File: config.mk
export PLATFORM = sky130hd
export DESIGN_NAME = base64_stream_codec_core_flat
export DESIGN_NICKNAME = d
export VERILOG_FILES = /design/src/b64c_pkg.sv /design/src/b64c_req_if.sv /design/src/b64c_rsp_if.sv /design/src/b64c_csr_if.sv /design/src/b64c_group.sv /design/src/b64c_serializer.sv /design/src/base64_stream_codec_core.sv /design/src/flat_wrapper.sv
export SDC_FILE = /design/constraint.sdc
export NUM_CORES = 1
export LEC_CHECK = 0
export BUFFER_PORTS_ARGS = -buffer_cell sky130_fd_sc_hd__buf_2
export CORE_ASPECT_RATIO = 1.1
export CORE_UTILIZATION = 25
export CTS_BUF_LIST = sky130_fd_sc_hd__clkbuf_16
export DETAILED_ROUTE_END_ITERATION = 6
export MAX_ROUTING_LAYER = met4
export PLACE_DENSITY = 0.38
export SKIP_CTS_REPAIR_TIMING = 1
export SKIP_LAST_GASP = 1
export SYNTH_ARGS = -nofsm -noshare
export SYNTH_HDL_FRONTEND = slang
export SYNTH_SLANG_ARGS = --single-unit
File: constraint.sdc
create_clock -name clock -period 3.4 [get_ports clock]
set_clock_uncertainty 0.15 [all_clocks]
set_input_delay 0.68 -clock clock [delete_from_list [all_inputs] [get_ports clock]]
set_output_delay 0.68 -clock clock [all_outputs]
set_load 0.03 [all_outputs]
File: src/b64c_pkg.sv
`timescale 1ns / 1ps
`default_nettype none
// ----------------------------------------------------------------------------
// base64 codec package
// shared types, character constants and alphabet mapping functions
// ----------------------------------------------------------------------------
package b64c_pkg;

   localparam logic [7:0] PAD_CHAR   = 8'h3D;
   localparam logic [7:0] CHAR_UP_A  = 8'h41;
   localparam logic [7:0] CHAR_LO_A  = 8'h61;
   localparam logic [7:0] CHAR_ZERO  = 8'h30;
   localparam logic [7:0] CHAR_PLUS  = 8'h2B;
   localparam logic [7:0] CHAR_SLASH = 8'h2F;

   // one group of up to four results, element 0 leaves first
   typedef struct packed {
      logic [3:0][7:0] data;
      logic [2:0]      count;
      logic            last;
      logic            err;
   } b64c_group_type;

   typedef struct packed {
      logic           valid;
      b64c_group_type grp;
   } b64c_push_type;

   function automatic logic [7:0] sextet_char(input logic [5:0] s);
      logic [7:0] s8;
      s8 = {2'b00, s};
      case (s) inside
         [6'd0:6'd25]:  sextet_char = 8'(CHAR_UP_A + s8);
         [6'd26:6'd51]: sextet_char = 8'(CHAR_LO_A + s8 - 8'd26);
         [6'd52:6'd61]: sextet_char = 8'(CHAR_ZERO + s8 - 8'd52);
         6'd62:         sextet_char = CHAR_PLUS;
         default:       sextet_char = CHAR_SLASH;
      endcase
   endfunction

   function automatic logic [5:0] char_sextet(input logic [7:0] c);
      case (c) inside
         [8'h41:8'h5A]: char_sextet = 6'(c - CHAR_UP_A);
         [8'h61:8'h7A]: char_sextet = 6'(c - CHAR_LO_A + 8'd26);
         [8'h30:8'h39]: char_sextet = 6'(c - CHAR_ZERO + 8'd52);
         CHAR_PLUS:     char_sextet = 6'd62;
         CHAR_SLASH:    char_sextet = 6'd63;
         default:       char_sextet = 6'd0;
      endcase
   endfunction

endpackage : b64c_pkg
`default_nettype wire

File: src/b64c_req_if.sv
`timescale 1ns / 1ps
`default_nettype none
// ----------------------------------------------------------------------------
// base64 codec input channel
// byte or character transfer with valid/ready handshake
// ----------------------------------------------------------------------------
interface b64c_req_if;
   logic       valid;
   logic       ready;
   logic [7:0] data_in;
   logic       is_last;

   modport source (output valid, output data_in, output is_last, input ready);
   modport sink   (input valid, input data_in, input is_last, output ready);
endinterface : b64c_req_if
`default_nettype wire

File: src/b64c_rsp_if.sv
`timescale 1ns / 1ps
`default_nettype none
// ----------------------------------------------------------------------------
// base64 codec result channel
// result transfer with valid/ready handshake
// ----------------------------------------------------------------------------
interface b64c_rsp_if;
   logic       valid;
   logic       ready;
   logic [7:0] data_out;
   logic       out_last;
   logic       length_error;

   modport source (output valid, output data_out, output out_last, output length_error,
                   input ready);
   modport sink   (input valid, input data_out, input out_last, input length_error,
                   output ready);
endinterface : b64c_rsp_if
`default_nettype wire

File: src/b64c_csr_if.sv
`timescale 1ns / 1ps
`default_nettype none
// ----------------------------------------------------------------------------
// base64 codec configuration channel
// write of the direction register with valid/ready handshake
// ----------------------------------------------------------------------------
interface b64c_csr_if;
   logic valid;
   logic ready;
   logic decode_mode;

   modport source (output valid, output decode_mode, input ready);
   modport sink   (input valid, input decode_mode, output ready);
endinterface : b64c_csr_if
`default_nettype wire

File: src/b64c_group.sv
`timescale 1ns / 1ps
`default_nettype none
// ----------------------------------------------------------------------------
// base64 group collector
// gathers bytes or characters into a group and forms its results
// ----------------------------------------------------------------------------
module b64c_group (
   input  wire logic                  clock,
   input  wire logic                  reset,
   b64c_req_if.sink                   req_ch,
   b64c_csr_if.sink                   csr_ch,
   input  wire logic                  hold_free,
   output b64c_pkg::b64c_push_type    push
);
   import b64c_pkg::*;

   localparam logic [1:0] DEC_LAST_SLOT = 2'd3;
   localparam logic [1:0] DEC_PAD_SLOT  = 2'd2;
   localparam logic [2:0] ENC_FULL      = 3'd3;

   logic        mode_ff, mode_in;
   logic [23:0] bits_ff, bits_in;
   logic [1:0]  cnt_ff, cnt_in;
   logic        twp_ff, twp_in;

   logic        accept;
   logic        csr_write;
   logic [23:0] enc_new;
   logic [23:0] enc_aligned;
   logic [2:0]  enc_n;
   logic [3:0][7:0] enc_chars;
   logic [5:0]  dec_sextet;
   logic [23:0] dec_new;
   logic        dec_pad;
   logic        dec_twp;
   logic [2:0]  dec_count;

   assign req_ch.ready = hold_free;
   assign csr_ch.ready = 1'b1;
   assign accept       = req_ch.valid && hold_free;
   assign csr_write    = csr_ch.valid;

   always_comb begin
      enc_new = {bits_ff[15:0], req_ch.data_in};
      enc_n   = {1'b0, cnt_ff} + 3'd1;
      case (enc_n)
         3'd1:    enc_aligned = {enc_new[7:0], 16'h0000};
         3'd2:    enc_aligned = {enc_new[15:0], 8'h00};
         default: enc_aligned = enc_new;
      endcase
      for (int k = 0; k < 4; k++) begin
         enc_chars[k] = (3'(k) > enc_n) ? PAD_CHAR
                                        : sextet_char(enc_aligned[23 - 6 * k -: 6]);
      end

      dec_sextet = char_sextet(req_ch.data_in);
      dec_new    = {bits_ff[17:0], dec_sextet};
      dec_pad    = (req_ch.data_in == PAD_CHAR);
      dec_twp    = (cnt_ff == DEC_PAD_SLOT) ? dec_pad : twp_ff;
      dec_count  = (req_ch.is_last && dec_pad) ? (dec_twp ? 3'd1 : 3'd2) : 3'd3;
   end

   always_comb begin
      mode_in = mode_ff;
      bits_in = bits_ff;
      cnt_in  = cnt_ff;
      twp_in  = twp_ff;
      push    = '0;

      if (accept) begin
         if (!mode_ff) begin
            if ((enc_n == ENC_FULL) || req_ch.is_last) begin
               push.valid     = 1'b1;
               push.grp.data  = enc_chars;
               push.grp.count = 3'd4;
               push.grp.last  = req_ch.is_last;
               bits_in        = '0;
               cnt_in         = '0;
               if (req_ch.is_last) begin
                  twp_in = 1'b0;
               end
            end else begin
               bits_in = enc_new;
               cnt_in  = enc_n[1:0];
            end
         end else begin
            if (cnt_ff != DEC_LAST_SLOT) begin
               if (req_ch.is_last) begin
                  // stream ended mid-group: single error result
                  push.valid     = 1'b1;
                  push.grp.count = 3'd1;
                  push.grp.last  = 1'b1;
                  push.grp.err   = 1'b1;
                  bits_in        = '0;
                  cnt_in         = '0;
                  twp_in         = 1'b0;
               end else begin
                  bits_in = dec_new;
                  cnt_in  = 2'(cnt_ff + 2'd1);
                  twp_in  = dec_twp;
               end
            end else begin
               push.valid     = 1'b1;
               push.grp.data  = {8'h00, dec_new[7:0], dec_new[15:8], dec_new[23:16]};
               push.grp.count = dec_count;
               push.grp.last  = req_ch.is_last;
               bits_in        = '0;
               cnt_in         = '0;
               twp_in         = 1'b0;
            end
         end
      end

      if (csr_write) begin
         mode_in = csr_ch.decode_mode;
         bits_in = '0;
         cnt_in  = '0;
         twp_in  = 1'b0;
      end
   end

   always_ff @(posedge clock) begin
      if (reset) begin
         mode_ff <= 1'b0;
         bits_ff <= '0;
         cnt_ff  <= '0;
         twp_ff  <= 1'b0;
      end else begin
         mode_ff <= mode_in;
         bits_ff <= bits_in;
         cnt_ff  <= cnt_in;
         twp_ff  <= twp_in;
      end
   end

endmodule : b64c_group
`default_nettype wire

File: src/b64c_serializer.sv
`timescale 1ns / 1ps
`default_nettype none
// ----------------------------------------------------------------------------
// base64 result serialiser
// holds one pending group and sends the active group one result per cycle while the sink is ready
// ----------------------------------------------------------------------------
module b64c_serializer (
   input  wire logic                  clock,
   input  wire logic                  reset,
   input  wire b64c_pkg::b64c_push_type push,
   output logic                       hold_free,
   b64c_rsp_if.source                 rsp_ch
);
   import b64c_pkg::*;

   logic           hold_valid_ff, hold_valid_in;
   b64c_group_type hold_ff, hold_in;
   b64c_group_type ser_ff, ser_in;
   logic [2:0]     left_ff, left_in;

   logic fire;
   logic load;

   assign hold_free = !hold_valid_ff;
   assign fire      = rsp_ch.valid && rsp_ch.ready;
   assign load      = hold_valid_ff && ((left_ff == 3'd0) || ((left_ff == 3'd1) && fire));

   assign rsp_ch.valid        = (left_ff != 3'd0);
   assign rsp_ch.data_out     = ser_ff.data[0];
   assign rsp_ch.out_last     = ser_ff.last && (left_ff == 3'd1);
   assign rsp_ch.length_error = ser_ff.err;

   always_comb begin
      hold_valid_in = hold_valid_ff;
      hold_in       = hold_ff;
      ser_in        = ser_ff;
      left_in       = left_ff;

      if (load) begin
         ser_in        = hold_ff;
         left_in       = hold_ff.count;
         hold_valid_in = 1'b0;
      end else if (fire) begin
         ser_in.data = {8'h00, ser_ff.data[3:1]};
         left_in     = left_ff - 3'd1;
      end

      if (push.valid) begin
         hold_in       = push.grp;
         hold_valid_in = 1'b1;
      end
   end

   always_ff @(posedge clock) begin
      if (reset) begin
         hold_valid_ff <= 1'b0;
         left_ff       <= '0;
      end else begin
         hold_valid_ff <= hold_valid_in;
         left_ff       <= left_in;
      end
   end

   always_ff @(posedge clock) begin
      hold_ff <= hold_in;
      ser_ff  <= ser_in;
   end

endmodule : b64c_serializer
`default_nettype wire

File: src/base64_stream_codec_core.sv
`timescale 1ns / 1ps
`default_nettype none
// the group that a transfer closes is registered in the pending-group slot and then moved
// to the send register, from which its first result is offered; results leave at one result
// per cycle while the sink is ready, and a group of three bytes gives four results
// input is held back only while the single pending-group slot is occupied
// reset: encode direction, group state cleared, no results pending
// ----------------------------------------------------------------------------
// base64 stream codec core
// streaming base64 encoder/decoder with a direction register
// ----------------------------------------------------------------------------
module base64_stream_codec_core (
   input  wire logic  clock,
   input  wire logic  reset,
   b64c_req_if.sink   req_ch,
   b64c_rsp_if.source rsp_ch,
   b64c_csr_if.sink   csr_ch
);
   import b64c_pkg::*;

   // completed group handed from the collector to the output side
   b64c_push_type push;
   // pending slot empty, so a new input transfer can be taken
   logic          hold_free;

   // collector: direction register, 24-bit group word, item count and pad note;
   // on the closing item it forms up to four results in one pass
   b64c_group u_group (
      .clock     (clock),
      .reset     (reset),
      .req_ch    (req_ch),
      .csr_ch    (csr_ch),
      .hold_free (hold_free),
      .push      (push)
   );

   // output side: one pending group plus the group being sent, so input
   // keeps flowing while results wait for the sink, until the pending slot fills
   b64c_serializer u_serializer (
      .clock     (clock),
      .reset     (reset),
      .push      (push),
      .hold_free (hold_free),
      .rsp_ch    (rsp_ch)
   );

endmodule : base64_stream_codec_core
`default_nettype wire

File: src/flat_wrapper.sv
// flat-port wrapper written by rule: the top's interface ports become plain ports
module base64_stream_codec_core_flat import b64c_pkg::*;
  (clock, reset, req_ch_valid, req_ch_data_in, req_ch_is_last, req_ch_ready, rsp_ch_valid, rsp_ch_data_out, rsp_ch_out_last, rsp_ch_length_error, rsp_ch_ready, csr_ch_valid, csr_ch_decode_mode, csr_ch_ready);
  b64c_req_if req_ch_i ();
  b64c_rsp_if rsp_ch_i ();
  b64c_csr_if csr_ch_i ();
  input  wire logic clock;
  input  wire logic reset;
  input wire logic [$bits(req_ch_i.valid)-1:0] req_ch_valid;
  input wire logic [$bits(req_ch_i.data_in)-1:0] req_ch_data_in;
  input wire logic [$bits(req_ch_i.is_last)-1:0] req_ch_is_last;
  output wire logic [$bits(req_ch_i.ready)-1:0] req_ch_ready;
  output wire logic [$bits(rsp_ch_i.valid)-1:0] rsp_ch_valid;
  output wire logic [$bits(rsp_ch_i.data_out)-1:0] rsp_ch_data_out;
  output wire logic [$bits(rsp_ch_i.out_last)-1:0] rsp_ch_out_last;
  output wire logic [$bits(rsp_ch_i.length_error)-1:0] rsp_ch_length_error;
  input wire logic [$bits(rsp_ch_i.ready)-1:0] rsp_ch_ready;
  input wire logic [$bits(csr_ch_i.valid)-1:0] csr_ch_valid;
  input wire logic [$bits(csr_ch_i.decode_mode)-1:0] csr_ch_decode_mode;
  output wire logic [$bits(csr_ch_i.ready)-1:0] csr_ch_ready;
  assign req_ch_i.valid = req_ch_valid;
  assign req_ch_i.data_in = req_ch_data_in;
  assign req_ch_i.is_last = req_ch_is_last;
  assign req_ch_ready = req_ch_i.ready;
  assign rsp_ch_valid = rsp_ch_i.valid;
  assign rsp_ch_data_out = rsp_ch_i.data_out;
  assign rsp_ch_out_last = rsp_ch_i.out_last;
  assign rsp_ch_length_error = rsp_ch_i.length_error;
  assign rsp_ch_i.ready = rsp_ch_ready;
  assign csr_ch_i.valid = csr_ch_valid;
  assign csr_ch_i.decode_mode = csr_ch_decode_mode;
  assign csr_ch_ready = csr_ch_i.ready;
  base64_stream_codec_core u_core (.clock(clock), .reset(reset), .req_ch(req_ch_i), .rsp_ch(rsp_ch_i), .csr_ch(csr_ch_i));
endmodule
==> metrics.md, run 1 <==
| Metric | Value |
|---|---|
| Detail Placement HPWL | 15700 µm |
| Post-Route Setup TNS | 0 ns |
| H-tree Lvls | 3 |
| Vias | 5809 |
| Commonest non-fill, non-tap cell in the layout | edfxtp_1 |
| Syn_nets | 776 |
| Ys flop type | edfxtp_1 |
| Ant diodes | 0 |
| Core area | 26300 µm² |
| Run status | complete, no violations |
| Pwr dens | around 510 nW/µm² |
| Worst path required time | 3.34 ns |
| CTS tree | yes |
| Slew margin rel. | 32.4% |
| IO buf count | 26 |
| # clock sinks | slightly below 100 |
| Pleak | 2.74 nW |
| Worst IR Drop VDD | 0.257 mV |
| Via density | 5.27 |
| Leading area contributor after synthesis | edfxtp_1 |
| Crit path time final | 3.23 ns |
| Hold Crit Class | reg -> reg |
| CP startpoint kind | flop |
| Mapped Cells | 727 |
| Initial antenna violation count | 0 |
| Worst skew pair latency | 0.36 ns |
| First-pass GRT wire length | 33300 µm |
| Area delta synth->final | 14.4% |
| Post-synth ARST share | 0% |
| Post-synthesis sequential area ratio | a little under 40% |
| Commonest cells after routing, fill and taps aside | edfxtp_1 (71), nand2_1 (54), nor2_1 (49) |
| Starting Density | approximately a quarter |
| Chip width | 158 µm |
| CTS root buffer | clkbuf_16 |
| DR WL/cell | 19.4 µm |
| Complex-gate fraction of the synthesized area | roughly 23% |
| Netlist Area Pre-Place | a little under 7000 µm² |
| Yosys cell types | 79 |
| Die Ht | 174 µm |
| Vias in the first global route | 5608 |
| Mean post-synth cell area | 9.25 µm² |
| Yosys top cell area share | 31.7% |
| Row cnt | 62 |
| Remaining Overflow, GRT | 0 |
| Largest family of logic cells by synthesized area | compound AO/OA/AOI/OAI gates |
| Yosys reg bits | between 90 and 100 |
| Ports | 28 |
| Area contributors post-synth | edfxtp_1 (32%), dfxtp_1 (7.7%), ha_1 (6.3%) |
| Storage cell area | 2650 µm² |
| RePlAce Congestion | 0.876 |
| Simple-Gate Fraction of Synth Area | 18.2% |
| Filler Cell Count | 2745 |
| Max-cap violations | 0 |
| Count of final setup violators | 0 |
| Synth Area in XOR/XNOR | 2.73% |
| Multi-input gate area | 3720 µm² |
| DR DRC count | 0 |
| Critical path class | reg -> reg |
| Final Util | 29.3% |
| Endpoint type of the worst setup path | flop |
| Total number of yosys warnings | 0 |
| Worst Max-Slew Pin Slew | 1.01 ns |
| Routed Antenna Nets | 0 |
| Arr. time, crit path | 3.17 ns |
| Mux cell area share after synthesis | 4.17% |
| Tcrit/Tclk final | between 90% and 100% |
| Number of synthesized flops with an enable pin | 71 |
| Max Fclk | 310 MHz |
| Final Max Slew Viols | 0 |
| CTS buffer count | 9 |
| Drt initial violations | 392 |
| Drt pass-1 iters | 5 |
| CTS Buffer Depth | 2 |
| RSZ-0062 raised after global routing | true |
| Clock Pin Slew Worst Setup and Hold Paths | ~0.070 ns |
| Largest net degree at the start of global routing | 41 |
| DIE AREA | 27600 µm² |
| GR Util All Layers | 16.5% |
| Total Routed Length | ~21000 µm |
| Final hold vios | 0 |
| Nets | 795 |
| Synth Area in Adders | 6.32% |
| Share of cells above drive strength 1 | 18.1% |
| Worst Path Max Fanout | 10 |
per-stage QoR:
stage               power, mW  instances  setup WS [ns]  hold slack, ns  instance area (µm²)
global placement         2.93       1087      -0.000113           0.257                 7370
floorplan                2.59        727         0.0301           0.250                 6730
CTS                      4.01       1103          0.123           0.280                 7680
global route             4.17       1103        -0.0187           0.288                 7690
detailed placement       2.94       1087         0.0332           0.260                 7370
finish                   3.94       1103          0.170           0.276                 7690
registers in the layout, indices dropped and copies added, names as in the netlist:
signal                                   flops
u_core.u_serializer.hold_ff                 37
u_core.u_serializer.ser_ff                  25
u_core.u_group.bits_ff                      18
u_core.u_serializer.rsp_ch.data_out          8
u_core.u_serializer.left_ff                  3
u_core.u_group.cnt_ff                        2
u_core.u_group.mode_ff                       1
u_core.u_group.twp_ff                        1
u_core.u_serializer.hold_valid_ff            1
u_core.u_serializer.rsp_ch.length_error      1
cell families after synthesis:
logic type	after synthesis
AO/OA/AOI/OAI	225
XOR/XNOR	21
AND/OR/NAND/NOR	236
flip-flops	97
buffers and inverters	87
adder cells (fa/ha/maj)	34
multiplexers	25
other	2
per-layer routing:
| metal | track usage (%) | vias up | wire length [µm] |
|---|---|---|---|
| li1 | - | 2763 | - |
| met1 | 21.6 | 2813 | 9860 |
| met2 | 25.5 | 192 | 10000 |
| met3 | 1.89 | 41 | 838 |
| met4 | 7.13 | 0 | 676 |
| met5 | - | - | 0 |
worst paths after layout:
path                                  start                                      end  slack [ns]  cells after the start
max                u_core.u_group.cnt_ff[0]           u_core.u_serializer.hold_ff[8]        0.17                     12
min          u_core.u_serializer.hold_ff[0]  u_core.u_serializer.rsp_ch.length_error        0.28                      0
max reg2reg        u_core.u_group.cnt_ff[0]           u_core.u_serializer.hold_ff[8]        0.17                     12
min reg2reg  u_core.u_serializer.hold_ff[0]  u_core.u_serializer.rsp_ch.length_error        0.28                      0
cell usage after synthesis (all sizes together) (8+ instances only):
cell type and number:
a211oi 10, a21oi 48, a221oi 16, a22o 9, a311oi 8, a31oi 14
and2 14, buf 27, clkbuf 32, dfxtp 26, edfxtp 71, ha 34
inv 27, mux2 24, nand2 55, nand2b 12, nand3 24, nor2 52
nor3 27, o211ai 12, o21ai 49, xnor2 14
critical path: stages, from the launching register on:
cell      delay [ns]
dfxtp_1         0.40
inv_1           0.12
ha_1            0.27
buf_4           0.19
a22o_1          0.22
a21oi_4         0.28
inv_1           0.14
ha_1            0.25
nand2_1         0.10
nor2_1          0.06
or4b_1          0.52
o311ai_1        0.13
a21oi_1         0.12
final cells by class:
class	count	share of cell area (%)
Multi-Input combinational cell	543	48.3
Sequential cell	97	34.5
Timing Repair Buffer	67	6.18
Tap cell	352	5.72
Clock buffer	9	2.93
Inverter	28	1.37
Clock inverter	7	1.01
where the power goes:
group	leakage, nW	internal, mW	switching (mW)
clock network	0.142	0.577	0.472
registers	0.892	1.63	0.107
logic	1.70	0.413	0.746
total	2.74	2.62	1.33
Power figures use the tool's default switching activity.
==> run 2: changes to the inputs <==
CORE_UTILIZATION = 57   (was 25)
PLACE_DENSITY = 0.75   (was 0.38)
==> run 2 against run 1 <==
  * Design area shrank 4.0%
  * Critical path depth grew 1
  * Sequential cell count is the same
  * Die area shrank 56%
  * Register-to-register slack is essentially flat
  * Critical endpoint is now u_core.u_serializer.hold_ff[6]
==> metrics.md, run 2 (same netlist as run 1, synthesis figures left out) <==
| Metric | Value |
|---|---|
| Endpoint type of the worst setup path | flop |
| Via density | between 6 and 7 |
| Pwr Total | 3.87 mW |
| Commonest cells after routing, fill and taps aside | edfxtp_1 (71), nand2_1 (54), nor2_1 (49) |
| Max-cap violations | 0 |
| Clock Pin Slew Worst Setup and Hold Paths | around 0.080 ns |
| Worst IR Drop VDD | roughly 0.36 mV |
| CTS root buffer | clkbuf_16 |
| Sequential fraction of design power | around 45% |
| Initial antenna violation count | 0 |
| Detail Placement HPWL | 13600 µm |
| Commonest non-fill, non-tap cell in the layout | edfxtp_1 |
| CP startpoint kind | flop |
| DR DRC count | 0 |
| Slew margin rel. | 33.1% |
| Top flop regs | u_core.u_serializer.hold_ff: 37 flops, u_core.u_serializer.ser_ff: 25 flops, u_core.u_group.bits_ff: 18 flops |
| Share of cells above drive strength 1 | 17.5% |
| RSZ-0062 raised after global routing | false |
| Place WS | 0.187 ns |
| Starting Density | 58.5% |
| IO buf count | 26 |
| Run status | complete, no violations |
| Critical path endpoint | u_core.u_serializer.hold_ff[6] |
| Worst Max-Slew Pin Slew | between 0.9 and 1 ns |
| Ant diodes | 0 |
| Crit path time final | 3.23 ns |
| Critical path class | reg -> reg |
| Hold Crit Class | reg -> reg |
| Combinational power share | between 20% and 30% |
| Critical Path Start | u_core.u_group.cnt_ff[0] |
| Worst skew pair latency | 0.35 ns |
| DR WL/cell | 21.1 µm |
| RePlAce Congestion | 0.986 |
| Nets | 793 |
| R2R Path Start | u_core.u_group.cnt_ff[0] |
| Post-Route Setup TNS | 0 ns |
| Pleak | roughly 2.7 nW |
| Area delta synth->final | 9.77% |
| Tcrit/Tclk final | 95.0% |
| Arr. time, crit path | 3.18 ns |
| Remaining Overflow, GRT | 0 |
| Max reg flops | 37 |
| DIE AREA | around 12000 µm² |
| Switch share | 34.0% |
| Final Max Slew Viols | 0 |
| Row cnt | 41 |
| Int Power | 2.56 mW |
| Psw | 1.32 mW |
| Drt initial violations | 806 |
| Final hold vios | 0 |
| Largest net degree at the start of global routing | 38 |
| GR Util All Layers | 33.0% |
| Count of final setup violators | 0 |
| Die Ht | approximately 120 µm |
| # clock sinks | a little under 100 |
| Chip width | 106 µm |
| Core area | 11500 µm² |
| Ports | 28 |
| Max Fclk | 310 MHz |
| Worst Path Max Fanout | 10 |
| Vias | 5974 |
| First-pass GRT wire length | 30100 µm |
| CTS buffer count | 9 |
| H-tree Lvls | 3 |
| Pwr dens | 525 nW/µm² |
| Beginning of the worst hold path | u_core.u_serializer.hold_ff[1] |
| Reg2reg end | u_core.u_serializer.hold_ff[6] |
| CTS tree | yes |
| Worst path required time | ~3.4 ns |
| CTS Buffer Depth | 2 |
| Routed Antenna Nets | 0 |
| Most flop-heavy register | u_core.u_serializer.hold_ff |
| Drt pass-1 iters | 5 |
| Reg2Reg Depth | 13 |
| Register-to-register setup slack | roughly 0.17 ns |
| Setup ws final | 0.170 ns |
| Clock power share | 25.5% |
| Vias in the first global route | 5683 |
| Total Routed Length | 18900 µm |
[run 2: critical path, stage by stage (launching register included)]
cell      delay (ns)
dfxtp_1         0.40
inv_1           0.11
ha_1            0.26
nor2_4          0.24
buf_4           0.27
a21oi_2         0.10
inv_1           0.13
ha_1            0.23
nor2_1          0.10
a211oi_1        0.24
o21ai_0         0.23
nor2_1          0.19
a21oi_1         0.06
a32o_1          0.28
[run 2: area by class of cell]
type                       count  area [µm²]
timing repair buffer          65         448
clock buffer                   9         225
tap                          150         188
sequential                    97        2650
fill                         940        4110
inverter                      28         105
clock inverter                 7        60.1
multi-input combinational    543        3700
[run 2: per-layer routing]
layer  part of all wire, %  routed length, µm  vias to the layer above  GRT usage (%)
li1                      -                  -                     2765              -
met1                    42               7900                     2826           41.6
met2                    48               9050                      325           53.1
met3                   6.6               1260                       58           4.44
met4                   3.8                722                        0           15.0
met5                     0                  0                        -              -
[run 2: how the worst min path moves through the flow]
stage / end / slack (ns) / cells after the start
after floorplan: u_core.u_serializer.rsp_ch.length_error / 0.25 / 0
after global placement: u_core.u_serializer.ser_ff[1] / 0.26 / 0
after detailed placement: u_core.u_serializer.ser_ff[1] / 0.28 / 0
after CTS: u_core.u_serializer.ser_ff[1] / 0.30 / 0
after global routing: u_core.u_serializer.ser_ff[1] / 0.30 / 0
final: u_core.u_serializer.ser_ff[1] / 0.30 / 0
[run 2: through the flow]
step / hold slack (ns) / instances / util, % / instance area [µm²]
floorplan: 0.250 / 727 / - / 6730
global placement: 0.258 / 883 / 61.7 / 7090
detailed placement: 0.280 / 883 / 61.7 / 7090
CTS: 0.298 / 899 / 64.2 / 7380
global route: 0.304 / 899 / 64.3 / 7380
finish: 0.304 / 899 / 64.3 / 7380
[run 2: power groups by stage]
stage / logic, mW / registers [mW] / clock network (mW)
6_report: 1.15 / 1.74 / 0.990
5_1_grt: 1.25 / 1.76 / 1.04
4_1_cts: 1.14 / 1.75 / 0.988
3_5_place_dp: 1.13 / 1.77 / 0
3_3_place_gp: 1.11 / 1.77 / 0
2_1_floorplan: 0.873 / 1.72 / 0
==> run 3: changes to the inputs <==
SETUP_SLACK_MARGIN = 0.3   (was not set)
SYNTH_HIERARCHICAL = 1   (was not set)
==> run 3 against run 2 <==
  * Combinational power about the same
  * Count of clock-buffer cells in the layout stayed put
  * Non-clock buffer count rose by 10
  * Global-route usage is 1.1 points lower
  * Critical path depth did not move
  * Sequential cell count unchanged
  * Worst setup slack gained 0.17 ns
  * Largest power group unchanged
  * Critical path type unchanged
  * Sequential share of layout area decreased by 2.5 points
==> metrics.md, run 3 <==
| Metric | Value |
|---|---|
| Run status | complete, no violations |
| Critical path class | reg -> reg |
| Filler Cell Count | 1014 |
| Reg2reg end | u_core/u_serializer/hold_ff[14] |
| Post-synth ARST share | 0% |
| Pwr dens | 479 nW/µm² |
| Reg2Reg Depth | 13 |
| Setup ws final | 0.337 ns |
| Clock power share | 27.1% |
| Yosys cell types | 97 |
| First-pass GRT wire length | about 31000 µm |
| Nets | 832 |
| Max-cap violations | 0 |
| Post-synthesis sequential area ratio | between 30% and 40% |
| Grt met3 use | 3.75% |
| Combinational power share | 29.5% |
| Arr. time, crit path | between 3 and 4 ns |
| Die Ht | 120 µm |
| DR DRC count | 0 |
| Ys flop type | edfxtp_1 |
| Drt pass-1 iters | 5 |
| Mapped Cells | 761 |
| Worst Path Max Fanout | 7 |
| Clock Pin Slew Worst Setup and Hold Paths | 0.07 ns |
| Slew margin rel. | 45.5% |
| CTS tree | yes |
| Remaining Overflow, GRT | 0 |
| Final Util | 65.1% |
| CTS root buffer | clkbuf_16 |
| Grt met1 use | 42.3% |
| Hold_ws | 0.270 ns |
| RePlAce Congestion | about 0.98 |
| Final hold vios | 0 |
| CTS Buffer Depth | 2 |
| DIE AREA | 13100 µm² |
| Vias | 6318 |
| Row cnt | between 40 and 50 |
| Vias in the first global route | between 5000 and 6000 |
| Most numerous cell in the Yosys netlist | edfxtp_1 |
| Place WS | -0.00724 ns |
| Routed Antenna Nets | 0 |
| Multi-input gate area | 4170 µm² |
| Tcrit/Tclk final | 90.1% |
| Number of synthesized flops with an enable pin | 71 |
| Final Max Slew Viols | 0 |
| Top cells by count, synth | edfxtp_1 (71), nor2_1 (51), nand2_1 (49) |
| Sequential fraction of design power | 43.5% |
| Critical path endpoint | u_core/u_serializer/hold_ff[14] |
| Area delta synth->final | 10.2% |
| Most flop-heavy register | u_core/u_serializer/hold_ff |
| Pwr Total | 3.80 mW |
| Largest net degree at the start of global routing | 33 |
| DR WL/cell | 21.5 µm |
| Yosys reg bits | 97 |
| Ports | 28 |
| IO buf count | 26 |
| Commonest non-fill, non-tap cell in the layout | edfxtp_1 |
| GR peak layer | met2 |
| RSZ-0062 raised after global routing | true |
| Detail Placement HPWL | around 14000 µm |
| Pleak | 3.04 nW |
| Register-to-register setup slack | 0.34 ns |
| R2R Path Start | u_core/u_group/cnt_ff[1] |
| Max Fclk | 326 MHz |
| Dpl cells | between 900 and 1000 |
| Total number of yosys warnings | 6 |
| Layout Cells excl Fill | 942 |
| Starting Density | 59.1% |
| Crit path time final | just over 3 ns |
| Area contributors post-synth | edfxtp_1 (30%), dfxtp_1 (7.2%), ha_1 (5.9%) |
| Worst Max-Slew Pin Slew | 0.797 ns |
| # clock sinks | 97 |
| Core area | 12200 µm² |
| Share of cells above drive strength 1 | 21.3% |
| Hold Crit Class | reg -> reg |
| Endpoint type of the worst setup path | flop |
| H-tree Lvls | 3 |
| CP startpoint kind | flop |
| Switch share | 32.3% |
| Top flop regs | u_core/u_serializer/hold_ff: 37 flops, u_core/u_serializer/ser_ff: 25 flops, u_core/u_group/bits_ff: 18 flops |
| Storage cell area | 2660 µm² |
| Critical Path Start | u_core/u_group/cnt_ff[1] |
| Via density | 6.71 |
| Commonest cells after routing, fill and taps aside | edfxtp_1 (71), nor2_1 (51), nand2_1 (49) |
| Worst path required time | 3.35 ns |
| Mean post-synth cell area | 9.47 µm² |
| Count of final setup violators | 0 |
| Initial antenna violation count | 0 |
| Worst IR Drop VDD | 0.603 mV |
| GR Util All Layers | 31.9% |
| Yosys top cell area share | approximately 30% |
| Netlist Area Pre-Place | roughly 7200 µm² |
| Int Power | 2.57 mW |
| CTS buffer count | 9 |
| Ant diodes | 0 |
| Drt initial violations | 704 |
| Max reg flops | 37 |
| Psw | between 1 and 1.5 mW |
| Total Routed Length | 20300 µm |
| Chip width | 109 µm |
| Leading area contributor after synthesis | edfxtp_1 |
| Worst skew pair latency | between 0.3 and 0.4 ns |
| Global-route met2 utilization | between 50% and 60% |
| Syn_nets | 810 |
-- run 3: stage by stage --
stage,instance area [µm²],TNS [ns]
floorplan,7270,0
global placement,7470,0
detailed placement,7470,-0.00724
CTS,7770,-0.0134
global route,7940,0
finish,7940,0
-- run 3: worst min-delay path by stage --
stage                              startpoint                                      end  cells past startpoint
2_1_floorplan  u_core/u_serializer/hold_ff[0]  u_core/u_serializer/rsp_ch.length_error                      0
3_3_place_gp   u_core/u_serializer/hold_ff[1]            u_core/u_serializer/ser_ff[1]                      0
3_5_place_dp   u_core/u_serializer/hold_ff[1]            u_core/u_serializer/ser_ff[1]                      0
4_1_cts        u_core/u_serializer/hold_ff[1]            u_core/u_serializer/ser_ff[1]                      0
5_1_grt        u_core/u_serializer/hold_ff[1]            u_core/u_serializer/ser_ff[1]                      0
6_report       u_core/u_serializer/hold_ff[1]            u_core/u_serializer/ser_ff[1]                      0
-- run 3: area by class of cell --
cell class / count / share of cell area [%]
Multi-Input combinational cell: 574 / 52.5
Clock inverter: 7 / 0.977
Tap cell: 154 / 2.43
Timing Repair Buffer: 75 / 6.52
Sequential cell: 97 / 33.5
Clock buffer: 9 / 2.84
Inverter: 26 / 1.23
-- run 3: logic make-up after synthesis --
family,count (synthesis),share of synthesized area (%)
flops,97,36.8
buf+inv,90,7.08
xor+xnor,17,2.07
other cells,2,0.104
mux,31,5.57
compound gates,229,23.0
simple gates,260,19.3
fa+ha+maj,35,6.04
-- run 3: layer usage --
metal / share of wire [%] / wire (µm)
met1: 42 / 8590
met2: 49 / 9840
met3: 7.3 / 1480
met4: 1.8 / 368
met5: 0 / 0
-- run 3: critical path: stages (launching register included) --
cell and delay [ns]:
dfxtp_2 0.35, inv_2 0.11, ha_4 0.21, buf_6 0.15, buf_4 0.11, nand2_1 0.04, o21a_2 0.16, ha_4 0.19
or2_2 0.32, nand3_1 0.10, a21oi_2 0.07, buf_4 0.17, a221o_1 0.33, o21ai_0 0.36
-- run 3: power by group through the flow --
stage                     Combinational [mW]  Sequential [mW]  Clock, mW
after floorplan                        0.907             1.64          0
after global placement                  1.05             1.67          0
after detailed placement                1.08             1.68          0
after CTS                               1.09             1.66       1.04
after global routing                    1.21             1.68       1.09
final                                   1.12             1.65       1.03
